`config.mk`:
```
export PLATFORM = sky130hd
export DESIGN_NAME = mi4_ctrl
export DESIGN_NICKNAME = d
export VERILOG_FILES = /design/src/rtl/mi4_pkg.sv /design/src/rtl/mi4_ctrl.sv
export SDC_FILE = /design/constraint.sdc
export NUM_CORES = 1
export LEC_CHECK = 0
export BUFFER_PORTS_ARGS = -buffer_cell sky130_fd_sc_hd__buf_2
export CORE_MARGIN = 2
export CORE_UTILIZATION = 30
export DETAILED_ROUTE_END_ITERATION = 16
export GPL_TIMING_DRIVEN = 0
export PLACE_DENSITY = 0.55
export SLEW_MARGIN = 25
export SYNTH_ARGS = -nofsm -noshare
export SYNTH_HDL_FRONTEND = slang
export SYNTH_SLANG_ARGS = --single-unit
```
`constraint.sdc`:
```
create_clock -name clk_i -period 7.1 [get_ports clk_i]
set_clock_uncertainty 0.2 [all_clocks]
set_input_delay 2.13 -clock clk_i [delete_from_list [all_inputs] [get_ports clk_i]]
set_output_delay 2.13 -clock clk_i [all_outputs]
set_load 0.05 [all_outputs]
```
`src/rtl/mi4_pkg.sv`:
```
// ----------------------------------------------------------------------------
// mi4_pkg: shared types and constants for the 4x4 matrix inverse
// Element format defaults and controller/datapath command and status structs.
// ----------------------------------------------------------------------------
package mi4_pkg;

  localparam int unsigned ElemWidthDef = 32;
  localparam int unsigned FracBitsDef  = 16;

  // Datapath operations issued by the controller
  typedef enum logic [3:0] {
    OP_NONE  = 4'd0,
    OP_LOADA = 4'd1,  // acc <= product of two stored values
    OP_MAC   = 4'd2,  // acc <= acc + product
    OP_MSUB  = 4'd3,  // acc <= acc - product
    OP_STM   = 4'd4,  // minor reg <= acc
    OP_STC   = 4'd5,  // cofactor[idx] <= +/- acc
    OP_DIV   = 4'd6   // start divider on cofactor[idx]
  } op_e;

  typedef struct packed {
    op_e        op;
    logic [3:0] a_idx;   // element index for first operand
    logic [3:0] b_idx;   // element, minor or cofactor index for second operand
    logic       b_minor; // second operand is a stored 2x2 minor
    logic       b_cof;   // second operand is a stored cofactor
    logic       neg;     // negate when storing cofactor
    logic [3:0] c_idx;   // cofactor index
    logic [1:0] limb;    // limb of the second operand, lowest first
  } cmd_t;

  typedef struct packed {
    logic div_busy;
    logic det_zero;
  } sts_t;

endpackage

```
`src/rtl/mi4_ctrl.sv`:
```
// ----------------------------------------------------------------------------
// mi4_ctrl: sequencer for the adjugate inverse
// Walks the cofactor/determinant schedule and the per-result division steps.
// ----------------------------------------------------------------------------
module mi4_ctrl (
  input  logic           clk_i,
  input  logic           rst_ni,
  input  logic           start_i,
  input  mi4_pkg::sts_t  sts_i,
  input  logic           out_free_i,
  output mi4_pkg::cmd_t  cmd_o,
  output logic           emit_o,
  output logic [3:0]     emit_idx_o,
  output logic           busy_o
);
  import mi4_pkg::*;

  typedef enum logic [4:0] {
    S_IDLE = 5'b00001,
    S_COF  = 5'b00010,
    S_DET  = 5'b00100,
    S_DIV  = 5'b01000,
    S_EMIT = 5'b10000
  } state_e;

  state_e     state_q, state_d;
  logic [3:0] cof_q, cof_d;     // cofactor index (row*4+col)
  logic [4:0] step_q, step_d;   // step within a cofactor
  logic [3:0] res_q, res_d;     // result index
  logic [1:0] limb_q, limb_d;   // limb of the current product
  logic       is_mul;

  // rows/cols excluded
  logic [1:0] r, c;
  logic [1:0] rs [3];
  logic [1:0] cs [3];
  logic [1:0] ra, rb;       // rows of the 2x2 minor (rs[1], rs[2])

  always_comb begin
    r = cof_q[3:2];
    c = cof_q[1:0];
    rs[0] = (r == 2'd0) ? 2'd1 : 2'd0;
    rs[1] = (r <= 2'd1) ? 2'd2 : 2'd1;
    rs[2] = (r == 2'd3) ? 2'd2 : 2'd3;
    cs[0] = (c == 2'd0) ? 2'd1 : 2'd0;
    cs[1] = (c <= 2'd1) ? 2'd2 : 2'd1;
    cs[2] = (c == 2'd3) ? 2'd2 : 2'd3;
    ra = rs[1];
    rb = rs[2];
  end

  // Cofactor schedule, 13 steps:
  //  for term t in 0..2 (lead cs[t], minor cols x<y being the other two):
  //   step 3t+0: acc = m[ra][x]*m[rb][y]
  //   step 3t+1: acc -= m[ra][y]*m[rb][x]
  //   step 3t+2: minor[t] = acc
  //  steps 9,10,11: acc = +m[rs0][cs0]*minor0, -= m[rs0][cs1]*minor1, += ...
  //  step 12: store cofactor
  // Every product step is held for each of its four limbs in turn.
  logic [1:0] t, ph;
  logic [1:0] x, y;

  always_comb begin
    cmd_o        = '0;
    cmd_o.op     = OP_NONE;
    state_d      = state_q;
    cof_d        = cof_q;
    step_d       = step_q;
    res_d        = res_q;
    limb_d       = '0;
    emit_o       = 1'b0;
    if (step_q < 5'd3) begin
      t  = 2'd0;
      ph = step_q[1:0];
    end else if (step_q < 5'd6) begin
      t  = 2'd1;
      ph = 2'(step_q - 5'd3);
    end else begin
      t  = 2'd2;
      ph = 2'(step_q - 5'd6);
    end
    x            = cs[1];
    y            = cs[2];
    case (t)
      2'd0: begin x = cs[1]; y = cs[2]; end
      2'd1: begin x = cs[0]; y = cs[2]; end
      default: begin x = cs[0]; y = cs[1]; end
    endcase
    case (state_q)
      S_IDLE: begin
        if (start_i) begin
          state_d = S_COF;
          cof_d   = '0;
          step_d  = '0;
        end
      end
      S_COF: begin
        step_d = step_q + 5'd1;
        if (step_q < 5'd12) begin
          case (ph)
            2'd0: begin
              cmd_o.op    = OP_LOADA;
              cmd_o.a_idx = {ra, x};
              cmd_o.b_idx = {rb, y};
            end
            2'd1: begin
              cmd_o.op    = OP_MSUB;
              cmd_o.a_idx = {ra, y};
              cmd_o.b_idx = {rb, x};
            end
            2'd2: begin
              cmd_o.op    = OP_STM;
              cmd_o.b_idx = {2'd0, t};
            end
            default: begin
              cmd_o.op      = OP_NONE;
            end
          endcase
          if (step_q >= 5'd9) begin
            cmd_o.b_minor = 1'b1;
            cmd_o.a_idx   = {rs[0], cs[step_q[1:0] - 2'd1]};
            cmd_o.b_idx   = {2'd0, step_q[1:0] - 2'd1};
            case (step_q[1:0])
              2'd1:    cmd_o.op = OP_LOADA;
              2'd2:    cmd_o.op = OP_MSUB;
              default: cmd_o.op = OP_MAC;
            endcase
          end
        end else begin
          cmd_o.op    = OP_STC;
          cmd_o.c_idx = cof_q;
          cmd_o.neg   = r[0] ^ c[0];
          step_d      = '0;
          cof_d       = cof_q + 4'd1;
          if (cof_q == 4'd15) begin
            state_d = S_DET;
          end
        end
      end
      S_DET: begin
        step_d      = step_q + 5'd1;
        cmd_o.b_cof = 1'b1;
        cmd_o.a_idx = {2'd0, step_q[1:0]};
        cmd_o.b_idx = {2'd0, step_q[1:0]};
        cmd_o.op    = (step_q == 5'd0) ? OP_LOADA : OP_MAC;
        if (step_q == 5'd3) begin
          state_d = S_DIV;
          res_d   = '0;
          step_d  = '0;
        end
      end
      S_DIV: begin
        if (step_q == 5'd0) begin
          // adjugate: result (r,c) uses cofactor (c,r)
          cmd_o.op    = OP_DIV;
          cmd_o.c_idx = {res_q[1:0], res_q[3:2]};
          step_d      = 5'd1;
        end else if (step_q == 5'd1) begin
          step_d = 5'd2;  // divider picks up command
        end else if (!sts_i.div_busy) begin
          state_d = S_EMIT;
        end
      end
      S_EMIT: begin
        if (out_free_i) begin
          emit_o = 1'b1;
          step_d = '0;
          res_d  = res_q + 4'd1;
          state_d = (res_q == 4'd15) ? S_IDLE : S_DIV;
        end
      end
      default: state_d = S_IDLE;
    endcase
    // hold a product step until its last limb has gone through
    cmd_o.limb = limb_q;
    is_mul = (cmd_o.op == OP_LOADA) || (cmd_o.op == OP_MAC) || (cmd_o.op == OP_MSUB);
    if (is_mul && limb_q != 2'd3) begin
      limb_d  = limb_q + 2'd1;
      state_d = state_q;
      cof_d   = cof_q;
      step_d  = step_q;
      res_d   = res_q;
    end
  end

  assign emit_idx_o = res_q;
  assign busy_o     = (state_q != S_IDLE);

  always_ff @(posedge clk_i or negedge rst_ni) begin
    if (!rst_ni) begin
      state_q <= S_IDLE;
      cof_q   <= '0;
      step_q  <= '0;
      res_q   <= '0;
      limb_q  <= '0;
    end else begin
      state_q <= state_d;
      cof_q   <= cof_d;
      step_q  <= step_d;
      res_q   <= res_d;
      limb_q  <= limb_d;
    end
  end

  a_onehot: assert property (@(posedge clk_i) disable iff (!rst_ni) $onehot(state_q))
    else $error("state not one-hot");
  a_emit_free: assert property (@(posedge clk_i) disable iff (!rst_ni)
    emit_o |-> out_free_i) else $error("emit into full output");
  a_no_start_busy: assert property (@(posedge clk_i) disable iff (!rst_ni)
    (state_q == S_DET && step_q == 5'd3 && limb_q == 2'd3)
    |=> (state_q == S_DIV && res_q == 4'd0))
    else $error("division phase entry");

endmodule

```
==> flow_metrics.env <==
export IMPL_post_route_drc_count=0
export IMPL_postCtsResizedCells=0
export IMPL_cts_hold_fix_buffers=0
export IMPL_grt_util_all_layers_pct=15.7
export IMPL_placeableCoreArea_mm2=0.00599
export IMPL_route_detailed_vias_per_inst=5.57
export IMPL_distinct_cell_type_count_after_synthesis=60
export IMPL_share_seq_of_total_power_pct=24.3
export IMPL_power_switching_share_pct=52.4
export IMPL_numPortBuffers=30
export IMPL_clock_latency_ns=0.26
export IMPL_worst_path_fanout_max=10
export IMPL_status="complete, no violations"
export IMPL_synthesis_nets=260
export IMPL_floorplan_rows=28
export IMPL_final_util_pct=36.6
export IMPL_vdd_ir_drop_max_v=0.000147
export IMPL_clock_tree_root_cell="sky130_fd_sc_hd__clkbuf_8"
export IMPL_routed_wirelength_um=5360
export IMPL_netlist_area_mm2=0.00189
export IMPL_post_cts_buffers=0
export IMPL_slowest_delay_ns=0.46
export IMPL_criticalPathCategory="reg2out"
export IMPL_syn_area_per_cell_um2=7.72
export IMPL_die_area_mm2=0.00696
export IMPL_vias_in_the_first_global_route=1855
export IMPL_crit_path_cell_trace="buf_6 > clkbuf_1 > clkinv_1 > ha_1 > nand2b_1 > and3_1 > or2_2 > o21ai_0 > a21oi_1 > o21a_1 > o41ai_1 > buf_2"
export IMPL_area_growth_synth_to_final_pct=15.8
export IMPL_clock_sinks=20
export IMPL_gp_congestion=0.878
export IMPL_slew_limit_headroom_pct=45.6
export IMPL_synthCells=245
export IMPL_initial_antenna_violation_count=0
export IMPL_ys_async_sr_fraction_pct=100
export IMPL_internal_power_w=0.000292
export IMPL_min_delay_path_class="reg2reg"
export IMPL_grt_setup_unrepaired="no"
export IMPL_power_total_w=0.000612
export IMPL_finalMaxSlewViolations=0
export IMPL_synth_sequential_area_ratio_pct=26.5
export IMPL_synthTopCellsByArea="sky130_fd_sc_hd__dfrtp_1 (25%), sky130_fd_sc_hd__ha_1 (6.0%), sky130_fd_sc_hd__nand2_1 (5.4%), sky130_fd_sc_hd__a21oi_1 (5.3%), sky130_fd_sc_hd__o21ai_0 (5.3%)"
export IMPL_fill_cells=645
export IMPL_die_extent_in_y_um=83.4
export IMPL_tightestPinTransition_ns=0.803
export IMPL_reg2reg_from="step_q[0]$_DFFE_PN0P_"
export IMPL_insertedDiodeCount=0
export IMPL_number_of_max_cap_violations=0
export IMPL_netSwitchingPower_w=0.000320
export IMPL_drt_iter0_markers=149
export IMPL_synth_most_common_cell="sky130_fd_sc_hd__nand2_1"
export IMPL_fin_tns_setup_ns=0
export IMPL_yosysTopAreaCellShare_pct=25.1
export IMPL_wire_per_inst_um=15.1
export IMPL_final_hold_violation_count=0
export IMPL_number_of_storage_elements_in_the_synthesis_netlist=20
export IMPL_hp_start="limb_q[0]$_DFF_PN0_"
export IMPL_ys_flop_type="sky130_fd_sc_hd__dfrtp_1"
export IMPL_detailedRoute_firstPassIterationCount=5
export IMPL_synth_largest_area_cell="sky130_fd_sc_hd__dfrtp_1"
export IMPL_detailroute_via_count=1972
export IMPL_grt_max_degree=21
export IMPL_setup_violations=0
export IMPL_leakage_component_of_the_power_nw=1.04
export IMPL_slowest_stage="sky130_fd_sc_hd__dfrtp_1"
export IMPL_fraction_of_final_layout_cells_sized_beyond_drive_strength_1_pct=16.8
export IMPL_post_layout_min_period_ns=6.25
export IMPL_critPathLaunch="step_q[0]$_DFFE_PN0P_"
export IMPL_yosysWarnings=0
export IMPL_num_io_pins=33
export IMPL_achievable_frequency_mhz=160
export IMPL_clock_path_buffers=2
export IMPL_route_antenna_remaining_nets=0
export IMPL_deepest_level_of_the_cts_h_tree=1
export IMPL_floorplan_initialDensity_pct=31.6
export IMPL_list_of_most_frequent_post_synthesis_cells="sky130_fd_sc_hd__nand2_1 (27), sky130_fd_sc_hd__a21oi_1 (20), sky130_fd_sc_hd__nor2_1 (20), sky130_fd_sc_hd__o21ai_0 (20), sky130_fd_sc_hd__dfrtp_1 (19)"
export IMPL_worst_ep_arrival_time_ns=3.92
export IMPL_grt_pass1_wl_um=9070
export IMPL_min_period_over_period_pct=88.0
export IMPL_numCtsBuffers=3
export IMPL_tritoncts="yes"
export IMPL_globalRoute_totalOverflow=0
export IMPL_end_kind="primary output"
export IMPL_combinationalPowerShare_pct=61.0
export IMPL_design_final_nets=295
export IMPL_power_density_cell_area_mw_per_mm2=279
export IMPL_critPathRequiredTime_ns=4.77
export IMPL_power_clock_fraction_pct=14.7
export IMPL_synth_edf_count=0
export IMPL_die_width_um=83.4
export IMPL_worstSetupStartpointType="flip-flop"
export IMPL_dpl_hpwl_um=4100
export IMPL_clk_pin_slew_ns=0.08
==> final cells by class <==
| type | instances | area [um2] | share of cell area [%] |
|---|---|---|---|
| well taps | 75 | 93.8 | 4.28 |
| flip-flops and latches | 20 | 502 | 22.9 |
| inverters | 12 | 45.0 | 2.06 |
| multi-input cells | 199 | 1260 | 57.5 |
| plain buffers | 14 | 85.1 | 3.88 |
| repair buffers | 30 | 150 | 6.85 |
| clock buffers | 4 | 55.1 | 2.51 |
==> power by group through the flow <==
stage	registers (W)	logic (W)	clock network [W]
after floorplan	0.000159	0.000274	0
after global routing	0.000152	0.000409	0.0000959
after global placement	0.000150	0.000371	0
final	0.000149	0.000373	0.0000899
after CTS	0.000148	0.000371	0.0000920
after detailed placement	0.000151	0.000370	0
==> worst paths after layout <==
check | endpoint | slack [ns] | cells past startpoint
max reg2reg | state_q[2]$_DFFE_PN0P_ | 3.30 | 11
min reg2reg | limb_q[0]$_DFF_PN0_ | 0.26 | 1
max in group asynchronous | state_q[0]$_DFFE_PN1P_ | 4.74 | 1
min | limb_q[0]$_DFF_PN0_ | 0.26 | 1
max | cmd_o[9] | 0.85 | 12
min in group asynchronous | state_q[3]$_DFFE_PN0P_ | 1.61 | 1
==> worst max-delay path: cells and delay by family (launching register included) <==
family          cells  cell delay (ns)
buf+inv             4             1.23
flops               1             0.46
simple gates        3             0.71
compound gates      4             0.80
fa+ha+maj           1             0.44
==> cell families after synthesis <==
| group | Yosys count | share of synthesized area (%) |
|---|---|---|
| xor gates and xnor gates | 2 | 0.926 |
| other | 1 | 0.198 |
| adders and majority gates | 9 | 5.95 |
| and+or+nand+nor | 98 | 26.4 |
| buffers and inverters | 26 | 6.88 |
| DFF | 20 | 26.5 |
| muxes | 11 | 5.95 |
| AOI/OAI and AO/OA | 78 | 27.2 |
==> flip-flops by register name (all words and copies together), names as in the netlist <==
signal      count
state_q         5
step_q          5
cof_q           4
emit_idx_o      4
limb_q          2
==> metal layers <==
| layer | vias up | GRT usage [%] | part of all wire [%] |
|---|---|---|---|
| met5 | - | 0 | 0 |
| met4 | 0 | 3.23 | 1.1 |
| met3 | 7 | 1.89 | 6.1 |
| met2 | 64 | 24.6 | 43 |
| met1 | 928 | 23.1 | 50 |
| li1 | 973 | - | - |
==> metrics by stage <==
step                      hold WS [ns]  setup slack (ns)  instances  cell area [um2]
after floorplan                  0.346             0.670        245             1890
after global placement           0.255              1.24        350             2140
after detailed placement         0.250              1.25        350             2140
after CTS                        0.266             0.939        354             2190
after global routing             0.300             0.671        354             2190
final                            0.261             0.850        354             2190
==> layout by cell type (no fill, tap or decap), drive strengths merged, types with 2 or more instances in the layout <==
master  netlist  final
nand2b        4      4
a22oi         2      2
and3          3      3
o22ai         3      3
a22o          6      6
inv          11     11
nand3b        2      2
o311ai        3      3
or2           3      3
o41ai         2      2
dfrtp        19     19
nor3          7      7
nand3        12     12
mux2i         9      9
o211ai        2      2
a31oi         2      2
nand4b        2      2
or4           2      2
o21a          4      4
ha            9      9
or3           2      2
buf           8     38
nand2        27     27
nor2         20     20
and2          4      4
a21oi        20     20
a311oi        2      2
clkbuf        6     10
o21ai        20     20
nand4         3      3
mux2          2      2
and3b         2      2
nor2b         3      3
Note: power is estimated with default switching activity, not from simulation.
